===== config.mk =====
export PLATFORM = sky130hd
export DESIGN_NAME = vrt_div
export DESIGN_NICKNAME = d
export VERILOG_FILES = /design/src/rtl/assert_macros.svh /design/src/rtl/vrt_pkg.sv /design/src/rtl/vrt_div.sv
export SDC_FILE = /design/constraint.sdc
export NUM_CORES = 1
export LEC_CHECK = 0
export BUFFER_PORTS_ARGS = -buffer_cell sky130_fd_sc_hd__buf_2
export CORE_ASPECT_RATIO = 2
export CORE_UTILIZATION = 50
export DETAILED_ROUTE_END_ITERATION = 10
export GPL_TIMING_DRIVEN = 0
export PLACE_DENSITY = 0.78
export SYNTH_ARGS = -nofsm -noshare
export SYNTH_HDL_FRONTEND = slang
export SYNTH_SLANG_ARGS = --single-unit

===== constraint.sdc =====
create_clock -name clk_i -period 3.1 [get_ports clk_i]
set_input_delay 0.62 -clock clk_i [delete_from_list [all_inputs] [get_ports clk_i]]
set_output_delay 0.62 -clock clk_i [all_outputs]
set_load 0.1 [all_outputs]

===== src/rtl/assert_macros.svh =====
// Assertion helpers used by the RTL.
`ifndef ASSERT_MACROS_SVH
`define ASSERT_MACROS_SVH

`ifndef SYNTHESIS
// Clocked check, switched off while reset is asserted.
`define VRT_ASSERT(lbl, clk, rstn, prop, msg) \
  lbl: assert property (@(posedge clk) disable iff (!rstn) prop) else $error(msg);
// Clocked check that also holds through reset.
`define VRT_ASSERT_NR(lbl, clk, prop, msg) \
  lbl: assert property (@(posedge clk) prop) else $error(msg);
`else
`define VRT_ASSERT(lbl, clk, rstn, prop, msg)
`define VRT_ASSERT_NR(lbl, clk, prop, msg)
`endif

`endif


===== src/rtl/vrt_pkg.sv =====
`timescale 1ns / 1ps
`default_nettype none

package vrt_pkg;

  // defaults for the top-level parameters
  localparam int unsigned AxisBitsDef = 5;
  localparam int unsigned FracBitsDef = 16;

  // direction is Q1.15, squared length Q.30, root Q.15
  localparam int unsigned DirW = 16;
  localparam int unsigned LsqW = 2 * DirW;
  localparam int unsigned LenW = DirW;

  // squared length at or below this counts as no direction
  localparam logic [LsqW-1:0] TinyLenSq = LsqW'(1073);

  // magnitude of a signed direction component
  function automatic logic [DirW-1:0] dir_mag(input logic signed [DirW-1:0] d);
    logic [DirW-1:0] m;
    m = d[DirW-1] ? (~d + DirW'(1)) : d;
    return m;
  endfunction

endpackage

`default_nettype wire


===== src/rtl/vrt_div.sv =====
`timescale 1ns / 1ps
`default_nettype none

// Restoring divider, one quotient bit per cycle.
module vrt_div
  import vrt_pkg::*;
#(
  parameter int unsigned NumW = 33,
  parameter int unsigned DenW = DirW
) (
  input  wire logic            clk_i,
  input  wire logic            rst_ni,
  input  wire logic            start_i,
  input  wire logic [NumW-1:0] num_i,
  input  wire logic [DenW-1:0] den_i,
  output logic                 done_o,
  output logic [NumW-1:0]      quot_o
);

  localparam int unsigned CntW = $clog2(NumW + 1);

  logic            busy_q, busy_d;
  logic            done_q, done_d;
  logic [CntW-1:0] cnt_q, cnt_d;
  logic [NumW-1:0] num_q, num_d;
  logic [DenW-1:0] den_q, den_d;
  logic [DenW-1:0] rem_q, rem_d;
  logic [DenW:0]   rem_sh, diff;

  // shift in the next numerator bit, subtract when it fits
  always_comb begin
    rem_sh = {rem_q, num_q[NumW-1]};
    diff   = rem_sh - {1'b0, den_q};
    busy_d = busy_q;
    done_d = 1'b0;
    cnt_d  = cnt_q;
    num_d  = num_q;
    den_d  = den_q;
    rem_d  = rem_q;
    if (start_i) begin
      busy_d = 1'b1;
      cnt_d  = CntW'(NumW);
      num_d  = num_i;
      den_d  = den_i;
      rem_d  = '0;
    end else if (busy_q) begin
      if (rem_sh >= {1'b0, den_q}) begin
        rem_d = diff[DenW-1:0];
        num_d = {num_q[NumW-2:0], 1'b1};
      end else begin
        rem_d = rem_sh[DenW-1:0];
        num_d = {num_q[NumW-2:0], 1'b0};
      end
      cnt_d = cnt_q - CntW'(1);
      if (cnt_q == CntW'(1)) begin
        busy_d = 1'b0;
        done_d = 1'b1;
      end
    end
  end

  always_ff @(posedge clk_i or negedge rst_ni) begin
    if (!rst_ni) begin
      busy_q <= 1'b0;
      done_q <= 1'b0;
      cnt_q  <= '0;
    end else begin
      busy_q <= busy_d;
      done_q <= done_d;
      cnt_q  <= cnt_d;
    end
  end

  always_ff @(posedge clk_i) begin
    num_q <= num_d;
    den_q <= den_d;
    rem_q <= rem_d;
  end

  assign done_o = done_q;
  assign quot_o = num_q;

endmodule

`default_nettype wire

==> run_results.csv, run 1 <==
group,metric,value,unit
finish,fillers,642,
sta,rsz0062_at_grt,"no",
placement,portBuffers,85,
floorplanning,placementRows,45,
synthesis,synth_xor_area_frac,0.0221,
synthesis,synthDistinctLibCells,54,
worst_setup_path,r2r-end,"rem_q[7]",
worst_setup_path,ff2ff_setup_slack,570,ps
synthesis,synth_enable_flop_cells,49,
clock_network,numCtsBuffers,9,
placement,dp_hpwl,7.21,mm
clock_network,tritoncts,"built",
floorplanning,io_pins,86,
floorplanning,die_y,128,um
synthesis,synth.cell_area,3960,um^2
floorplanning,core_area,7600,um^2
worst_setup_path,crit_buf_inv,2,
clock_network,cts_resized,0,
global_route,grt_use_total,0.240,
worst_setup_path,r2r_start,"den_q[9]",
sta,fin_tns_setup,0,ps
routing,drcViolationCount,0,
power_and_ir_drop,power.density,826,nW/um^2
synthesis,postSynthCellCount,349,
worst_hold_path,hold_path.class,"in -> async",
synthesis,avgSynthCellArea,11.3,um^2
finish,drive_above_1_share,0.324,
synthesis,synth_area_leader_cell,"edfxtp_1",
worst_setup_path,worstRegToRegCells,9,
worst_setup_path,worstPathCellList,"inv_1 -> ha_1 -> nand4_1 -> nor4_1 -> nor3_1 -> a31oi_4 -> buf_4 -> nand3b_1 -> a311oi_1",
synthesis,synth_mux_area_frac,0.122,
floorplanning,die_w,64.9,um
worst_setup_path,crit_path_max_fanout,10,
clock_network,root_buffer,"clkbuf_16",
worst_setup_path,start_kind,"register",
global_route,first_global_vias,3206,
sta,max_freq,395,MHz
clock_network,path_clk_slew,60,ps
worst_setup_path,cpPeakStageDelay,400,ps
routing,final_antenna_net_count,0,
floorplanning,die_area,8300,um^2
worst_setup_path,cpLargestDelayFamily,"simple AND/OR/NAND/NOR gates",
routing,vias,3114,
outcome,outcome,"complete, no violations",
global_route,antenna_found_initial,0,
synthesis,synth_top_area_share,0.372,
floorplanning,start_util,0.521,
sta,relSlewSlack,0.180,
global_route,gr-total-overflow,0,
finish,fin_util,0.630,
finish,area_delta_synth_final,20.9,%
global_route,grt_max_degree,34,
synthesis,synthSimpleGateAreaFrac,0.124,
clock_network,clock_sinks,73,
clock_network,post_cts_buffers,0,
worst_setup_path,worstSetupPathType,"reg -> reg",
synthesis,synth_area_leaders,"edfxtp_1 37%, mux2_2 10%, dfxtp_1 8.1%",
clock_network,htreeDepth,3,
finish,nets,516,
clock_network,clockBufferDepth,2,
worst_setup_path,arrival,2770,ps
synthesis,yosys_warnings,0,
sta,finalMaxSlewViolations,0,
synthesis,synth_top_flop_cell,"edfxtp_1",
synthesis,synth_fa_ha_area_frac,0.0619,
sta,setup_viol,0,
worst_setup_path,cpMaxStageDelayCell,"ha_1",
synthesis,syn-num-nets,420,
finish,diodes,0,
routing,drtIter0Drc,143,
global_route,grt_pass1_wl,14.7,mm
sta,period_minus_slack,2530,ps
synthesis,ys_ff_latch,73,
power_and_ir_drop,power,3.95,mW
synthesis,synth_top_family_by_area,"simple AND/OR/NAND/NOR gates",
clock_network,ctsHoldBuffers,0,
synthesis,synth_compound_area_frac,0.124,
worst_setup_path,critPathRequiredTime,3340,ps
synthesis,seq_area_frac_synth,0.503,
finish,multi_input_area,1800,um^2
sta,clock_skew,7.08,ps
sta,worst_pin_slew,1230,ps
power_and_ir_drop,power.leakage,2.05,nW
clock_network,clk-insertion-delay-late,340,ps
finish,seq_area,1990,um^2
synthesis,async_flop_share,0.110,
routing,drt_wl_total,9.30,mm
sta,finalHoldViolations,0,
worst_setup_path,end_kind,"register",
routing,routedWlPerCell,17.1,um
flow_run,max_cap_viol_count,0,
power_and_ir_drop,peakVddDrop,0.670,mV
routing,dr.pass1.iters,4,
routing,avgViaCountPerCell,5.72,
sta,post-route-period-util,0.817,
placement,gp_congestion,0.940,
[worst reg2reg max path, delay by kind of cell (launching register included)]
| family | cells | cell delay [ps] |
|---|---|---|
| fa+ha+maj | 1 | 410 |
| simple gates | 4 | 790 |
| compound gates | 2 | 620 |
| buf+inv | 2 | 320 |
| flops | 1 | 320 |
[layout by cell type (no fill, tap or decap), types with 6 or more instances in the layout]
| master | instances |
|---|---|
| inv_1 | 20 |
| nand2b_1 | 10 |
| a211oi_1 | 13 |
| nand4_1 | 6 |
| dfxtp_1 | 16 |
| nand2_1 | 18 |
| nor3_1 | 7 |
| a21o_1 | 7 |
| a21oi_1 | 14 |
| mux2i_1 | 9 |
| o21ai_0 | 11 |
| xnor2_1 | 7 |
| clkbuf_1 | 6 |
| buf_2 | 86 |
| or3_1 | 6 |
| mux2_2 | 35 |
| ha_1 | 18 |
| clkbuf_16 | 9 |
| dfrtp_1 | 8 |
| nor2_1 | 29 |
| edfxtp_1 | 49 |
[sequential cells by signal (all words and copies together), names as in the netlist]
signal  count
quot_o     33
den_q      16
rem_q      16
cnt_q       6
busy_q      1
done_o      1
[worst max-delay path by stage]
stage                    start         end  slack [ps]  cells past startpoint
floorplan           quot_o[32]   rem_q[10]         270                      9
global placement       start_i  quot_o[10]         380                      3
detailed placement     start_i  quot_o[10]         340                      3
CTS                   den_q[9]    rem_q[7]         550                      9
global route          den_q[9]    rem_q[7]         350                      9
finish                den_q[9]    rem_q[7]         570                      9
[kinds of logic (layout without fill, tap and decap cells)]
group                      count (synthesis)  in the layout
muxes                                     44             44
AOI/OAI and AO/OA                         70             70
adders and majority gates                 19             19
buffers and inverters                     36            137
and+or+nand+nor                           97             97
xor gates and xnor gates                  10             10
DFF                                       73             73
[per-layer routing]
metal | share of wire | wire (um) | up-vias | track usage
li1 | - | - | 1490 | -
met3 | 0.040 | 370 | 36 | 0.0498
met4 | 0.063 | 588 | 0 | 0.179
met5 | 0 | 0 | - | 0
met1 | 0.35 | 3240 | 1480 | 0.231
met2 | 0.55 | 5110 | 108 | 0.433
[synth_stat cells (7+ instances only)]
cell type and instances:
a211oi_1 13, a21o_1 7, a21oi_1 14, dfrtp_1 8, dfxtp_1 16, edfxtp_1 49
ha_1 18, inv_1 20, mux2_2 35, mux2i_1 9, nand2_1 18, nand2b_1 10
nor2_1 29, nor3_1 7, o21ai_0 11, xnor2_1 7
[per-stage QoR]
step	instances	hold slack, ps	worst slack, ps	instance area (um^2)
after global routing	544	114	350	4790
final	544	109	567	4790
after global placement	528	455	377	4500
after floorplan	349	324	270	3960
after CTS	544	109	548	4790
after detailed placement	528	455	339	4500
[cell type report]
type | instances | share of cell area
multi-input cells | 240 | 0.376
plain buffers | 16 | 0.0191
repair buffers | 85 | 0.0889
well taps | 94 | 0.0246
clock inverters | 4 | 0.00549
flip-flops and latches | 73 | 0.416
inverters | 20 | 0.0157
clock buffers | 12 | 0.0536
[power breakdown]
part	leakage, nW	switching, mW	internal [mW]
combinational	1.18	1.16	0.430
sequential	0.733	0.127	1.26
clock	0.139	0.394	0.585
(Power assumes the default switching activity.)
==> run 2: changes to the inputs <==
Clock period 3.1 ns to 2.4 ns, I/O delays scaled along.
==> run 2 against run 1 <==
  * Global-route usage up 1.4 points
  * Die area is the same
  * Core utilization is 3.6 points higher
  * Sequential share of layout area shrank 2.2 points
  * The flow now finishes with violations (negative setup slack)
  * Flip-flop and latch count unchanged
  * Via count rose by 3.9%
  * Non-clock buffer count is 8 higher
  * Setup slack got worse by 600 ps
  * Critical path type unchanged
  * Clock skew about the same
  * Design area is 5.7% higher
  * Hold slack better by 210 ps
  * Critical endpoint unchanged
  * Wire length grew 8.1%
==> run_results.csv, run 2 (synthesized netlist as in run 1, its figures left out) <==
group,metric,value,unit
power_and_ir_drop,pwr-share-comb,0.417,
clock_network,clk-insertion-delay-late,340,ps
power_and_ir_drop,power.density,1050,nW/um^2
finish,area_delta_synth_final,27.7,%
routing,drcViolationCount,0,
finish,diodes,0,
finish,fin_cells,552,
sta,fin_ws,-29.6,ps
floorplanning,placementRows,45,
routing,drt_wl_total,10.1,mm
floorplanning,die_w,64.9,um
worst_setup_path,ff2ff_setup_slack,-30,ps
floorplanning,start_util,0.521,
global_route,met2_usage,0.463,
outcome,violations,"negative setup slack",
placement,dp_hpwl,7.19,mm
finish,seq_area,1990,um^2
sta,relSlewSlack,0.193,
sta,worst_pin_slew,1210,ps
floorplanning,die_y,128,um
power_and_ir_drop,peakVddDrop,0.790,mV
clock_network,root_buffer,"clkbuf_16",
worst_setup_path,cpPeakStageDelay,360,ps
clock_network,htreeDepth,3,
power_and_ir_drop,power,5.33,mW
global_route,busiest_layer,"met2",
global_route,antenna_found_initial,0,
flow_run,max_cap_viol_count,0,
routing,final_antenna_net_count,0,
worst_setup_path,crit_path_max_fanout,7,
routing,dr.pass1.iters,4,
worst_setup_path,start_kind,"register",
worst_setup_path,r2r_start,"den_q[10]",
outcome,outcome,"finished with violations",
sta,setup_viol,4,
global_route,met3_usage,0.0498,
worst_setup_path,worstSetupPathType,"reg -> reg",
worst_setup_path,r2r-end,"rem_q[7]",
floorplanning,core_area,7600,um^2
finish,drive_above_1_share,0.402,
power_and_ir_drop,p_seq_frac,0.339,
clock_network,path_clk_slew,60,ps
power_and_ir_drop,power.leakage,2.13,nW
global_route,grt_max_degree,34,
worst_hold_path,hold_path.class,"in -> reg",
finish,fillers,591,
sta,clock_skew,7.09,ps
sta,max_freq,412,MHz
worst_setup_path,arrival,2680,ps
sta,rsz0062_at_grt,"yes",
worst_setup_path,worstRegToRegCells,10,
floorplanning,io_pins,86,
worst_hold_path,worstHoldStart,"den_i[4]",
placement,gp_congestion,0.945,
clock_network,tritoncts,"built",
clock_network,clock_sinks,73,
placement,place_inst,528,
worst_setup_path,worstPathCellList,"inv_2 -> ha_4 -> nand4_1 -> buf_4 -> nor4_4 -> nor3_2 -> a31oi_4 -> buf_6 -> nand3b_1 -> a311oi_2",
power_and_ir_drop,power.switching,2.26,mW
sta,post-route-period-util,1.01,
sta,hold_slack,315,ps
global_route,use_met1,0.234,
global_route,gr-total-overflow,0,
global_route,grt_pass1_wl,15.5,mm
finish,layout_commonest_cell,"buf_2",
worst_hold_path,min_path_cells,1,
routing,vias,3235,
clock_network,clockBufferDepth,2,
power_and_ir_drop,p_sw_frac,0.425,
finish,fin_util,0.665,
worst_hold_path,holdPathEnd,"den_q[4]",
floorplanning,die_area,8300,um^2
global_route,grt_use_total,0.255,
routing,routedWlPerCell,18.2,um
placement,place_area,4540,um^2
global_route,first_global_vias,3347,
placement,portBuffers,85,
worst_setup_path,cpMaxStageDelayCell,"a31oi_4",
worst_setup_path,critPathRequiredTime,2650,ps
power_and_ir_drop,clockPowerShare,0.244,
power_and_ir_drop,internal_power,3.06,mW
finish,mostFrequentLayoutCells,"86 x buf_2, 49 x edfxtp_1, 34 x mux2_2, 28 x nor2_1, 17 x nand2_1",
clock_network,numCtsBuffers,9,
finish,largest_reg_flops,33,
finish,multi_input_area,1980,um^2
finish,nets,524,
routing,avgViaCountPerCell,5.86,
sta,finalMaxSlewViolations,0,
finish,fin_area,5060,um^2
worst_setup_path,end_kind,"register",
sta,finalHoldViolations,0,
routing,drtIter0Drc,115,
sta,period_minus_slack,2430,ps
==> run 2: final cells by class <==
| cell class | instances | share of cell area |
|---|---|---|
| multi-input cells | 240 | 0.392 |
| repair buffers | 93 | 0.0995 |
| well taps | 94 | 0.0233 |
| clock buffers | 9 | 0.0445 |
| plain buffers | 16 | 0.0203 |
| clock inverters | 7 | 0.0119 |
| inverters | 20 | 0.0148 |
| flip-flops and latches | 73 | 0.394 |
==> run 2: timing repair <==
item	in CTS	in global routing
buffers inserted	4	1
pin swaps	4	15
gates resized for setup	11	25
hold buffers	1	0
gates cloned	1	1
endpoints found under the hold margin	8	0
setup endpoints to repair	17	17
==> run 2: worst max-delay path, delay by kind of cell (launching register included) <==
family	cells	cell delay [ps]
flip-flops	1	350
AO/OA/AOI/OAI	2	620
AND/OR/NAND/NOR	4	650
adder cells (fa/ha/maj)	1	270
buffers and inverters	3	430
==> run 2: metrics by stage <==
step / worst slack, ps / TNS (ps)
global placement: -182 / -6360
finish: -29.6 / -68.8
global route: -99.8 / -872
CTS: -4.65 / -4.65
floorplan: -238 / -1750
detailed placement: -241 / -9430
==> run 2: routing by layer <==
layer  wire, um  up-vias
li1           -     1508
met1       3340     1568
met2       5680      124
met3        467       35
met4        563        0
met5          0        -
==> run 2: power by group through the flow <==
stage               logic (mW)  clock network, mW  registers (mW)
floorplan                0.840                  0            2.66
global placement          2.02                  0            1.80
detailed placement        2.06                  0            1.81
CTS                       2.11               1.31            1.79
global route              2.35               1.36            1.84
finish                    2.22               1.30            1.80
==> run 2: worst max-delay path by stage <==
| stage | start | to | slack [ps] | cells past startpoint |
|---|---|---|---|---|
| after floorplan | quot_o[32] | rem_q[10] | -240 | 9 |
| after global placement | start_i | quot_o[9] | -180 | 3 |
| after detailed placement | start_i | quot_o[9] | -240 | 3 |
| after CTS | den_q[6] | rem_q[0] | -5 | 9 |
| after global routing | den_q[12] | rem_q[8] | -100 | 10 |
| final | den_q[10] | rem_q[7] | -30 | 10 |
