===== src/rtl/assert_macros.svh =====
// Assertion helpers used by the RTL.
`ifndef ASSERT_MACROS_SVH
`define ASSERT_MACROS_SVH

`ifndef SYNTHESIS
// Clocked check, switched off while reset is asserted.
`define VRT_ASSERT(lbl, clk, rstn, prop, msg) \
  lbl: assert property (@(posedge clk) disable iff (!rstn) prop) else $error(msg);
// Clocked check that also holds through reset.
`define VRT_ASSERT_NR(lbl, clk, prop, msg) \
  lbl: assert property (@(posedge clk) prop) else $error(msg);
`else
`define VRT_ASSERT(lbl, clk, rstn, prop, msg)
`define VRT_ASSERT_NR(lbl, clk, prop, msg)
`endif

`endif


===== src/rtl/vrt_pkg.sv =====
`timescale 1ns / 1ps
`default_nettype none

package vrt_pkg;

  // defaults for the top-level parameters
  localparam int unsigned AxisBitsDef = 5;
  localparam int unsigned FracBitsDef = 16;

  // direction is Q1.15, squared length Q.30, root Q.15
  localparam int unsigned DirW = 16;
  localparam int unsigned LsqW = 2 * DirW;
  localparam int unsigned LenW = DirW;

  // squared length at or below this counts as no direction
  localparam logic [LsqW-1:0] TinyLenSq = LsqW'(1073);

  // magnitude of a signed direction component
  function automatic logic [DirW-1:0] dir_mag(input logic signed [DirW-1:0] d);
    logic [DirW-1:0] m;
    m = d[DirW-1] ? (~d + DirW'(1)) : d;
    return m;
  endfunction

endpackage

`default_nettype wire


===== src/rtl/vrt_isqrt.sv =====
`timescale 1ns / 1ps
`default_nettype none

// Integer square root, two radicand bits per cycle.
module vrt_isqrt
  import vrt_pkg::*;
(
  input  wire logic            clk_i,
  input  wire logic            rst_ni,
  input  wire logic            start_i,
  input  wire logic [LsqW-1:0] val_i,
  output logic                 done_o,
  output logic [LenW-1:0]      root_o
);

  localparam int unsigned Iters = LsqW / 2;
  localparam int unsigned CntW  = $clog2(Iters + 1);

  logic            busy_q, busy_d;
  logic            done_q, done_d;
  logic [CntW-1:0] cnt_q, cnt_d;
  logic [LsqW-1:0] val_q, val_d;
  logic [LenW+1:0] rem_q, rem_d;
  logic [LenW-1:0] root_q, root_d;
  logic [LenW+1:0] rem_sh, trial;

  // one digit: bring down two bits, try root*4+1
  always_comb begin
    rem_sh = {rem_q[LenW-1:0], val_q[LsqW-1 -: 2]};
    trial  = {root_q, 2'b01};
    busy_d = busy_q;
    done_d = 1'b0;
    cnt_d  = cnt_q;
    val_d  = val_q;
    rem_d  = rem_q;
    root_d = root_q;
    if (start_i) begin
      busy_d = 1'b1;
      cnt_d  = CntW'(Iters);
      val_d  = val_i;
      rem_d  = '0;
      root_d = '0;
    end else if (busy_q) begin
      val_d = {val_q[LsqW-3:0], 2'b00};
      if (rem_sh >= trial) begin
        rem_d  = rem_sh - trial;
        root_d = {root_q[LenW-2:0], 1'b1};
      end else begin
        rem_d  = rem_sh;
        root_d = {root_q[LenW-2:0], 1'b0};
      end
      cnt_d = cnt_q - CntW'(1);
      if (cnt_q == CntW'(1)) begin
        busy_d = 1'b0;
        done_d = 1'b1;
      end
    end
  end

  always_ff @(posedge clk_i or negedge rst_ni) begin
    if (!rst_ni) begin
      busy_q <= 1'b0;
      done_q <= 1'b0;
      cnt_q  <= '0;
    end else begin
      busy_q <= busy_d;
      done_q <= done_d;
      cnt_q  <= cnt_d;
    end
  end

  always_ff @(posedge clk_i) begin
    val_q  <= val_d;
    rem_q  <= rem_d;
    root_q <= root_d;
  end

  assign done_o = done_q;
  assign root_o = root_q;

endmodule

`default_nettype wire


===== config.mk =====
export PLATFORM = sky130hd
export DESIGN_NAME = vrt_isqrt
export DESIGN_NICKNAME = d
export VERILOG_FILES = /design/src/rtl/assert_macros.svh /design/src/rtl/vrt_pkg.sv /design/src/rtl/vrt_isqrt.sv
export SDC_FILE = /design/constraint.sdc
export NUM_CORES = 1
export LEC_CHECK = 0
export ABC_AREA = 1
export BUFFER_PORTS_ARGS = -buffer_cell sky130_fd_sc_hd__clkbuf_2
export CAP_MARGIN = 20
export CORE_MARGIN = 8
export CORE_UTILIZATION = 45
export DETAILED_ROUTE_END_ITERATION = 16
export PLACE_DENSITY = 0.65
export SETUP_SLACK_MARGIN = 0.05
export SLEW_MARGIN = 30
export SYNTH_ARGS = -nofsm -noshare
export SYNTH_HDL_FRONTEND = slang
export SYNTH_SLANG_ARGS = --single-unit
export TNS_END_PERCENT = 30

===== constraint.sdc =====
create_clock -name clk_i -period 2.2 [get_ports clk_i]
set_input_delay 0.44 -clock clk_i [delete_from_list [all_inputs] [get_ports clk_i]]
set_output_delay 0.44 -clock clk_i [all_outputs]
set_load 0.01 [all_outputs]

==> impl_results.md, run 1 <==
- Post-synth top area cell: edfxtp_1
- Crit path max fanout: 17
- Switching pwr: 2.670 mW
- Initial antenna violation count: 0
- WS Path Type: reg -> reg
- FP Rows: 35
- Cell at the slowest stage of the critical path: ha_1
- Synth Warn #: 0
- Vias in the first global route: 3,423
- Die span in y: 111.8 um
- Worst IR Drop VDD: 0.0004737 V
- DP Wirelength: 7158 um
- Worst-path clk slew: 90 ps
- Finished Cell Area: between 4000 and 5000 um2
- Drt wl/cell: about 14 um
- Worst EP required: 2430 ps
- Syn_area_per_cell: 7.867 um2
- Seq cells post-synth: just over 70
- Critical Path Stages: 12
- Post-Layout Cell Count: 699
- Root Buffer: clkbuf_8
- Pwr Density: approximately 1200 nW/um2
- Internal Power: approximately 3.2 mW
- Top cells by area, synth: edfxtp_1, nand2_1, dfxtp_1
- Antenna viol nets, final: 0
- Slew Limit Fails: 0
- CP max stage delay: 380 ps
- Slew margin rel.: 0.7462
- Most frequent cells in the layout: nand2_1, inv_1, clkbuf_2, dfxtp_1, edfxtp_1
- N_diodes: 0
- Switching Fraction: 0.4522
- Crit path time final: 1934 ps
- Endpoints failing hold: 0
- Hold Crit Class: in -> reg
- Storage cell area: 1777 um2
- Total wire length: 9509 um
- RSZ-0062 raised after global routing: no
- Max Fclk: 517.0 MHz
- Clk network pwr share: 0.181
- Synth cell types: 35
- Syn Inst Count: 525
- Routability Congestion: between 0.8 and 0.9
- Initial DRC count: between 200 and 300
- Worst R2R Path Depth: 12
- DR vias/cell: approximately 5
- Crit path cell chain: inv_1, ha_1, nand2_2, inv_2, nand2_1, nand2_1, inv_2, nand3_2, nand2_4, nand2_8, nand3_1, nand3_1
- Critical Path Source Type: flip-flop
- Flop-to-flop setup slack: 270 ps
- GRT Util Overall: 0.1575
- Area Growth Syn to Fin: 14.39%
- Core area: 9065 um2
- Met1 GRT Util: 0.2033
- Met2 Use GR: 0.2536
- Share of layout cells above drive strength 1: 0.2041
- Max clock buf depth: 2
- Leak: 2.445 nW
- Critical path buffer and inverter count: 3
- Post-Syn Nets: 580
- Skew final: 12.76 ps
- CTS-repair resized insts: 0
- Pin count of the biggest net entering global routing: 34
- Crit share post-route: 0.8792
- Post-Syn Area: 4130 um2
- Drt drc: 0
- Vias post-DR: 3,519
- Flop pwr share: 0.296
- Clk Latency, worst-skew pair: 340 ps
- CTS tree: built
- H-tree levels: 3
- DRT Pass-1 Iters: 5
- TNS Setup: 0 ps
- Hold path depth: 3
- Total of max-cap violations: 0
- Post-layout util: 0.5212
- Fillers: 888
- Worst Setup End Kind: flip-flop
- Port Buf Inserts: 51
- Die W: between 100 and 150 um
- Die footprint: 12,500 um2
- Commonest non-fill, non-tap cell in the layout: nand2_1
- Worst Max-Slew Pin Slew: 380.7 ps
- Top cell type's share of synthesized area: 0.2327
- Final setup violation count: 0
- Layer carrying the most global-route usage: met2
- CP Data Arrival Time: between 2000 and 2500 ps
- Placed Cells: between 600 and 700
- Io pins: 52
- Status: finished, final reports clean
- Final worst setup slack: 265.9 ps
- Top delay family on crit path: simple AND/OR/NAND/NOR gates
- Global route overflow: 0
- CTS Buf Count: 9
- GR Layer Usage met3: 0.04221
- Gate power share: 0.523
- Placed Area: ~4500 um2
- Final net count: 638
- Clk sink count: 71
- Area used by multi-input combinational logic: 1964 um2
- First-pass GRT wire length: approximately 16,000 um
- Initial Util: 0.4556
- Post-synthesis sequential area ratio: 0.4302
- Dpl ws: 248.1 ps
[stage by stage]
stage	hold WS, ps	power, mW
floorplan	144.4	4.177
detailed placement	284.4	4.706
global route	351.3	6.402
finish	346.7	5.903
global placement	281.0	4.681
CTS	336.7	5.793
[cell type report]
cell class,instances,share of cell area
tap,111,0.02940
inverter,76,0.06065
clock inverter,6,0.01483
sequential,71,0.3761
clock buffer,10,0.02701
timing repair buffer,63,0.07627
multi-input combinational,362,0.4158
[repair_timing]
action,4_1_cts,5_1_grt
endpoints found under the hold margin,7,0
hold buffers,1,0
setup endpoints to repair,0,2
setup buffers,0,5
[power groups by stage]
stage / combinational, mW / sequential (mW) / clock (mW)
floorplan: 2.45 / 1.73 / 0
global placement: 2.91 / 1.77 / 0
detailed placement: 2.93 / 1.77 / 0
CTS: 2.95 / 1.75 / 1.10
global route: 3.48 / 1.77 / 1.15
finish: 3.09 / 1.75 / 1.07
[logic make-up (layout without fill, tap and decap cells)]
group / count (synthesis) / count (layout) / synth area share
adder cells (fa/ha/maj): 20 / 20 / 0.06059
flip-flops: 71 / 71 / 0.4302
buffers and inverters: 92 / 155 / 0.09421
AO/OA/AOI/OAI: 37 / 37 / 0.05120
XOR/XNOR: 7 / 7 / 0.01484
AND/OR/NAND/NOR: 298 / 298 / 0.3490
[routing by layer]
metal	wire, um	vias to the layer above
li1	-	1810
met1	4561	1613
met2	4346	87
met3	507	9
met4	94	0
met5	0	-
[synth_stat cells, drive strengths merged]
library cell / number
a21oi: 14
and2: 2
buf: 8
clkbuf: 8
clkinv: 2
dfrtp: 7
dfxtp: 32
edfxtp: 32
ha: 20
inv: 74
nand2: 207
nand3: 44
nand3b: 1
nand4: 22
nor2: 20
nor3: 1
nor4: 1
o21a: 1
o21ai: 6
o22ai: 16
xnor2: 2
xor2: 5
[flip-flops by register name, indices dropped and copies added (netlist names)]
| signal | flops |
|---|---|
| rem_q | 16 |
| cnt_q | 5 |
| root_o | 16 |
| val_q | 32 |
| busy_q | 1 |
| done_o | 1 |
[worst paths after layout]
| kind | to | startpoint |
|---|---|---|
| max | rem_q[8] | root_o[7] |
| max reg2reg | rem_q[8] | root_o[7] |
| min | val_q[0] | val_i[0] |
| min in group asynchronous | done_o | rst_ni |
| min reg2reg | cnt_q[3] | cnt_q[3] |
| max in group asynchronous | cnt_q[0] | rst_ni |
[tightest hold or removal path, cell delays in order]
cell and delay (ps):
clkbuf_2 70, nand2_1 40, inv_1 40
Note: power is estimated with default switching activity, not from simulation.
==> inputs of run 2 (changes only) <==
==> constraint.sdc (replaced) <==
create_clock -name clk_i -period 2.2 [get_ports clk_i]
set_input_delay 0.44 -clock clk_i [delete_from_list [all_inputs] [get_ports clk_i]]
set_output_delay 0.44 -clock clk_i [all_outputs]
set_load 0.1 [all_outputs]
==> run 2 against run 1 <==
  * First-iteration DRC count shrank 20%
  * Maximum frequency shrank 2.8%
  * Clock skew rose by 0.82 ps
  * Global-route usage is essentially flat
  * Critical path depth unchanged
  * Register-to-register slack got worse by 60 ps
  * Power down 0.78%
  * Sequential power about the same
  * Sequential cell count unchanged
  * Largest power group unchanged
  * Combinational power about the same
  * Routed wire length fell by 1.5%
  * Core utilization fell by 0.22 points
==> impl_results.md, run 2 (synthesized netlist as in run 1, its figures left out) <==
- Area Growth Syn to Fin: 13.90% (was 14.39%)
- Crit path max fanout: 17 (unchanged)
- DRT Pass-1 Iters: 4 (was 5)
- Dpl ws: 255.9 ps (was 248.1 ps)
- Slew margin rel.: 0.5839 (was 0.7462)
- Worst R2R Path Depth: 12 (unchanged)
- Post-Layout Cell Count: 693 (was 699)
- Max FFs per register: 32 (unchanged)
- Largest Register: val_q (unchanged)
- Gate power share: 0.525 (was 0.523)
- Worst Setup End Kind: flip-flop (unchanged)
- Port Buf Inserts: 51 (unchanged)
- Global route overflow: 0 (unchanged)
- Slew Limit Fails: 0 (unchanged)
- CTS tree: built (unchanged)
- Vias in the first global route: 3,447 (was 3,423)
- Pin count of the biggest net entering global routing: 51 (was 34)
- Critical Path Source Type: flip-flop (unchanged)
- Vias post-DR: 3,476 (was 3,519)
- Skew final: 13.58 ps (was 12.76 ps)
- Finished Cell Area: 4705 um2 (was 4725 um2)
- Drt drc: 0 (unchanged)
- # Post-CTS Setup Buffers: 0 (unchanged)
- DP Wirelength: 6974 um (was 7158 um)
- Max clock buf depth: 2 (unchanged)
- Pwr Total: 5.858 mW (was 5.903 mW)
- Smallest hold slack: 332.7 ps (was 346.7 ps)
- Flop pwr share: 0.298 (was 0.296)
- Commonest non-fill, non-tap cell in the layout: nand2_1 (unchanged)
- TNS Setup: 0 ps (unchanged)
- Worst-path clk slew: 100 ps (was 90 ps)
- Area used by multi-input combinational logic: 1964 um2 (unchanged)
- Status: finished, final reports clean (unchanged)
- FP Rows: 35 (unchanged)
- Routability Congestion: 0.8729 (was 0.8538)
- Die W: 111.8 um (unchanged)
- Core area: 9065 um2 (unchanged)
- Crit share post-route: 0.9047 (was 0.8792)
- Worst IR Drop VDD: 0.0004455 V (was 0.0004737 V)
- Initial DRC count: 202 (was 251)
- Root Buffer: clkbuf_8 (unchanged)
- Final setup violation count: 0 (unchanged)
- Antenna viol nets, final: 0 (unchanged)
- Placed Cells: 676 (was 677)
- DR vias/cell: 5.016 (was 5.034)
- Share of layout cells above drive strength 1: 0.2251 (was 0.2041)
- WS Path Type: reg -> reg (unchanged)
- Worst EP required: 2410 ps (was 2430 ps)
- Endpoints failing hold: 0 (unchanged)
- Hold Path Sink: val_q[0] (unchanged)
- # hold bufs at CTS: 1 (unchanged)
- Pwr Density: 1245 nW/um2 (was 1250 nW/um2)
- Storage cell area: 1807 um2 (was 1777 um2)
- Hold path depth: 3 (unchanged)
- Placed Area: 4502 um2 (was 4479 um2)
- H-tree levels: 3 (unchanged)
- Hold Crit Class: in -> reg (unchanged)
- Flop-to-flop setup slack: 210 ps (was 270 ps)
- Clk sink count: 71 (unchanged)
- N_diodes: 0 (unchanged)
- CP Data Arrival Time: 2200 ps (was 2160 ps)
- Post-layout util: 0.5190 (was 0.5212)
- Worst Max-Slew Pin Slew: 624.2 ps (was 380.7 ps)
- Initial Util: 0.4556 (unchanged)
- Final net count: 632 (was 638)
- R2r endpoint: root_o[0] (was rem_q[8])
- Fillers: 877 (was 888)
- GRT Util Overall: 0.1578 (was 0.1575)
- Most frequent cells in the layout: nand2_1, inv_1, clkbuf_2, edfxtp_1, nand3_2 (was nand2_1, inv_1, clkbuf_2, dfxtp_1, edfxtp_1)
- Drt wl/cell: 13.52 um (was 13.60 um)
- Total of max-cap violations: 0 (unchanged)
- Hold Startpoint: val_i[0] (unchanged)
- Switching Fraction: 0.4799 (was 0.4522)
- Leak: 2.437 nW (was 2.445 nW)
- Clk Latency, worst-skew pair: 350 ps (was 340 ps)
- CTS Buf Count: 9 (unchanged)
- First-pass GRT wire length: 16,080 um (was 16,230 um)
- Internal Power: 3.046 mW (was 3.234 mW)
- Switching pwr: 2.811 mW (was 2.670 mW)
- Max Fclk: 502.4 MHz (was 517.0 MHz)
- Worst R2R Start: root_o[5] (was root_o[7])
- Die span in y: 111.8 um (unchanged)
- Crit path time final: 1990 ps (was 1934 ps)
- CTS-repair resized insts: 0 (unchanged)
- RSZ-0062 raised after global routing: no (unchanged)
- Die footprint: 12,500 um2 (unchanged)
- Initial antenna violation count: 0 (unchanged)
- Clk network pwr share: 0.178 (was 0.181)
- Final worst setup slack: 209.7 ps (was 265.9 ps)
- Io pins: 52 (unchanged)
- Total wire length: 9370 um (was 9509 um)
## run 2: changes by cell type in the layout (fill, tap and decap cells not counted), sizes merged
cell / delta
clkbuf: -1
bufinv: -1
inv: +5
buf: -6
clkinvlp: -3
## run 2: how the worst max path moves through the flow
stage                   start         to  slack [ps]  cells after the start
global route        root_o[5]   rem_q[8]          60                     12
detailed placement  root_o[2]  root_o[0]         260                     12
floorplan           root_o[7]   rem_q[2]          60                     13
CTS                 root_o[5]  root_o[0]         220                     12
finish              root_o[5]  root_o[0]         210                     12
global placement    root_o[2]  root_o[0]         300                     12
## run 2: final cells by class
type,count,share of cell area
flip-flops and latches,71,0.3840
clock buffers,9,0.02633
repair buffers,57,0.06702
multi-input cells,362,0.4176
inverters,76,0.06090
well taps,111,0.02952
clock inverters,7,0.01463
## run 2: power by group through the flow
| stage | sequential, mW | combinational, mW | clock, mW |
|---|---|---|---|
| 2_1_floorplan | 1.85 | 2.45 | 0 |
| 3_3_place_gp | 1.77 | 3.02 | 0 |
| 3_5_place_dp | 1.77 | 3.05 | 0 |
| 4_1_cts | 1.74 | 3.07 | 1.07 |
| 5_1_grt | 1.76 | 3.44 | 1.12 |
| 6_report | 1.74 | 3.07 | 1.04 |
## run 2: metal layers
metal | GRT usage | up-vias | share of wire
met5 | 0 | - | 0
met4 | 0.07475 | 0 | 0.024
met3 | 0.04004 | 21 | 0.057
met2 | 0.2504 | 90 | 0.45
met1 | 0.1963 | 1557 | 0.47
li1 | - | 1808 | -
## run 2: critical path: stages (launching register included)
cell and delay, ps:
dfxtp_4 350, inv_1 60, ha_1 350, nand2_1 140, inv_1 70, nand2_1 120, nor2_4 50, nand3_2 70
nand2_4 60, nor2_8 240, nand2_8 180, nand2_1 90, o21ai_0 70
==> inputs of run 3 (changes only) <==
Settings changed: ABC_AREA 1 to 0, PLACE_DENSITY 0.65 to 0.66.
==> run 3 against run 2 <==
  * The flow now finishes with violations (negative setup slack)
  * Register-to-register slack worse by 300 ps
  * Sequential cell count did not move
  * Critical path type unchanged
  * Non-clock buffer count grew 75
  * Highest routed layer unchanged
  * Critical endpoint is now rem_q[2]
==> impl_results.md, run 3 <==
- Gate power share: 0.605 (was 0.525)
- Largest Register: val_q (unchanged)
- Post-synth top area cell: edfxtp_1 (unchanged)
- Hold Crit Class: in -> reg (unchanged)
- CTS Buf Count: 9 (unchanged)
- Drt drc: 0 (unchanged)
- H-tree levels: 3 (unchanged)
- Final net count: 556 (was 632)
- Flop pwr share: 0.255 (was 0.298)
- Crit share post-route: 1.042 (was 0.9047)
- Final worst setup slack: -92.03 ps (was 209.7 ps)
- Final setup violation count: 6 (was 0)
- Fillers: 687 (was 877)
- Area Growth Syn to Fin: 38.10% (was 13.90%)
- Die span in y: 109.6 um (was 111.8 um)
- Port Buf Inserts: 51 (unchanged)
- Top cell type's share of synthesized area: 0.2438 (was 0.2327)
- Flop-to-flop setup slack: -90 ps (was 210 ps)
- Max FFs per register: 32 (unchanged)
- Smallest hold slack: 377.1 ps (was 332.7 ps)
- Worst R2R Start: root_o[0] (was root_o[5])
- N_diodes: 0 (unchanged)
- Io pins: 52 (unchanged)
- Hold Path Sink: val_q[1] (was val_q[0])
- Clk network pwr share: 0.140 (was 0.178)
- GRT Util Overall: 0.1695 (was 0.1578)
- Core area: 8593 um2 (was 9065 um2)
- CP Data Arrival Time: 2510 ps (was 2200 ps)
- Async S/R FF share, synth: 0.09859 (unchanged)
- Top-count cell post-synth: nor2_1 (was nand2_1)
- Post-Syn Nets: 434 (was 580)
- Initial Util: 0.4586 (was 0.4556)
- Hold path depth: 2 (was 3)
- Hold Startpoint: val_i[1] (was val_i[0])
- DRT Pass-1 Iters: 4 (unchanged)
- Post-Layout Cell Count: 614 (was 693)
- Skew final: 13.66 ps (was 13.58 ps)
- Worst Max-Slew Pin Slew: 732.3 ps (was 624.2 ps)
- Status: finished, violations left (was finished, final reports clean)
- Placed Cells: 590 (was 676)
- Total wire length: 9592 um (was 9370 um)
- CTS tree: built (unchanged)
- Synth Warn #: 0 (unchanged)
- Synth Flop Type: edfxtp_1 (unchanged)
- First-pass GRT wire length: 16,130 um (was 16,080 um)
- DR vias/cell: 5.282 (was 5.016)
- Root Buffer: clkbuf_8 (unchanged)
- Syn_area_per_cell: 10.40 um2 (was 7.867 um2)
- Synth cell types: 59 (was 35)
- Top cells by area, synth: edfxtp_1, dfxtp_1, mux2_2 (was edfxtp_1, nand2_1, dfxtp_1)
- Clk Latency, worst-skew pair: 350 ps (about the same)
- Die footprint: 12,010 um2 (was 12,500 um2)
- Routability Congestion: 0.8744 (was 0.8729)
- R2r endpoint: rem_q[2] (was root_o[0])
- Endpoints failing hold: 0 (unchanged)
- RSZ-0062 raised after global routing: yes (was no)
- Pin count of the biggest net entering global routing: 63 (was 51)
- Slew margin rel.: 0.5118 (was 0.5839)
- Critical Path Source Type: flip-flop (unchanged)
- Internal Power: 4.289 mW (was 3.046 mW)
- Worst-path clk slew: 80 ps (was 100 ps)
- Commonest non-fill, non-tap cell in the layout: buf_4 (was nand2_1)
- Post-layout util: 0.6334 (was 0.5190)
- Clk sink count: 71 (unchanged)
- Vias in the first global route: 3,350 (was 3,447)
- Worst Setup End Kind: flip-flop (unchanged)
- Initial DRC count: 138 (was 202)
- Worst EP required: 2420 ps (was 2410 ps)
- Leak: 2.347 nW (was 2.437 nW)
- Slew Limit Fails: 0 (unchanged)
- Post-synth EDFFs: 32 (unchanged)
- Switching Fraction: 0.3940 (was 0.4799)
- Pwr Density: 1300 nW/um2 (was 1245 nW/um2)
- Initial antenna violation count: 0 (unchanged)
- Vias post-DR: 3,243 (was 3,476)
- Most frequent cells in the layout: buf_4, clkbuf_2, nor2_1, edfxtp_1, mux2_2 (was nand2_1, inv_1, clkbuf_2, edfxtp_1, nand3_2)
- WS Path Type: reg -> reg (unchanged)
- Max clock buf depth: 2 (unchanged)
- TNS Setup: -280.2 ps (was 0 ps)
- Drt wl/cell: 15.62 um (was 13.52 um)
- Global route overflow: 0 (unchanged)
- Share of layout cells above drive strength 1: 0.4980 (was 0.2251)
- Die W: 109.6 um (was 111.8 um)
- Worst R2R Path Depth: 9 (was 12)
- Switching pwr: 2.789 mW (was 2.811 mW)
- FP Rows: 34 (was 35)
- Crit path max fanout: 7 (was 17)
- Crit path time final: 2292 ps (was 1990 ps)
- Post-synthesis sequential area ratio: 0.4508 (was 0.4302)
- DP Wirelength: 6931 um (was 6974 um)
- Total of max-cap violations: 0 (unchanged)
- Post-Syn Area: 3941 um2 (was 4130 um2)
- Worst IR Drop VDD: 0.0007059 V (was 0.0004455 V)
- Syn Inst Count: 379 (was 525)
- Max Fclk: 436.3 MHz (was 502.4 MHz)
- Antenna viol nets, final: 0 (unchanged)
- Most frequent cells after synthesis: nor2_1, dfxtp_1, edfxtp_1 (was nand2_1, inv_1, dfxtp_1, edfxtp_1, nand3_2)
- Seq cells post-synth: 71 (unchanged)
- Failing checks: negative setup slack
## run 3: cell count changes after synthesis, moves of 16 or more
cell	previous run	this run
nand2_1	201	19
inv_1	69	22
mux2_2	0	30
nor2_1	13	43
nand3_2	23	0
mux2i_1	0	19
nand3_1	21	3
o22ai_1	16	0
## run 3: power by group through the flow
| stage | clock network, mW | registers, mW | logic (mW) |
|---|---|---|---|
| 2_1_floorplan | 0 | 1.91 | 2.33 |
| 3_3_place_gp | 0 | 1.80 | 3.55 |
| 3_5_place_dp | 0 | 1.81 | 3.60 |
| 4_1_cts | 1.02 | 1.81 | 4.02 |
| 5_1_grt | 1.08 | 1.84 | 4.62 |
| 6_report | 0.989 | 1.81 | 4.28 |
## run 3: layout make-up
class,instances,area [um2],area share
inverter,22,82.58,0.01517
clock buffer,9,123.9,0.02276
clock inverter,7,61.31,0.01126
timing repair buffer,132,893.4,0.1641
multi-input combinational,265,2308,0.4241
tap,108,135.1,0.02483
sequential,71,1838,0.3377
## run 3: cell families (layout without fill, tap and decap cells)
family                   Yosys count  after routing  share of synthesized area
adder cells (fa/ha/maj)           20             20                    0.06349
AND/OR/NAND/NOR                  110            110                     0.1416
multiplexers                      49             49                     0.1340
AO/OA/AOI/OAI                     72             72                     0.1327
flip-flops                        71             71                     0.4508
XOR/XNOR                          14             14                    0.03111
buffers and inverters             43            170                    0.04635
## run 3: worst max path at each step
stage | start | to | slack [ps]
after floorplan | root_o[0] | rem_q[14] | -210
after global placement | root_o[1] | rem_q[15] | -150
after detailed placement | root_o[15] | rem_q[7] | -160
after CTS | root_o[0] | rem_q[13] | -30
after global routing | val_q[30] | rem_q[2] | -150
final | root_o[0] | rem_q[2] | -90
## run 3: worst max-delay path, cell delays in order (launching register included)
cell	delay, ps
dfxtp_4	360
inv_2	40
ha_4	270
and2b_2	180
o2111ai_4	110
a2111o_1	460
a21oi_4	220
buf_6	180
mux2i_4	260
a211oi_2	80
## run 3: through the flow
| stage | power, mW | setup slack [ps] | cell area (um2) |
|---|---|---|---|
| 6_report | 7.078 | -92.03 | 5443 |
| 4_1_cts | 6.851 | -32.90 | 5380 |
| 2_1_floorplan | 4.249 | -214.8 | 4106 |
| 3_3_place_gp | 5.346 | -152.1 | 4946 |
| 5_1_grt | 7.535 | -151.1 | 5443 |
| 3_5_place_dp | 5.407 | -162.7 | 4946 |
## run 3: per-layer routing
metal / GRT usage / wire length, um / part of all wire / vias up
li1: - / - / - / 1621
met1: 0.2194 / 4543 / 0.47 / 1559
met2: 0.2696 / 4629 / 0.48 / 51
met3: 0.04748 / 316 / 0.033 / 12
met4: 0.05014 / 103 / 0.011 / 0
met5: 0 / 0 / 0 / -
## run 3: what timing repair did
item                                    4_1_cts  5_1_grt
endpoints found under the setup margin       17       17
hold endpoints to repair                      7        0
hold buffers                                  1        0
pin swaps                                    24        6
buffers inserted                              7        1
gates resized for setup                      39       10
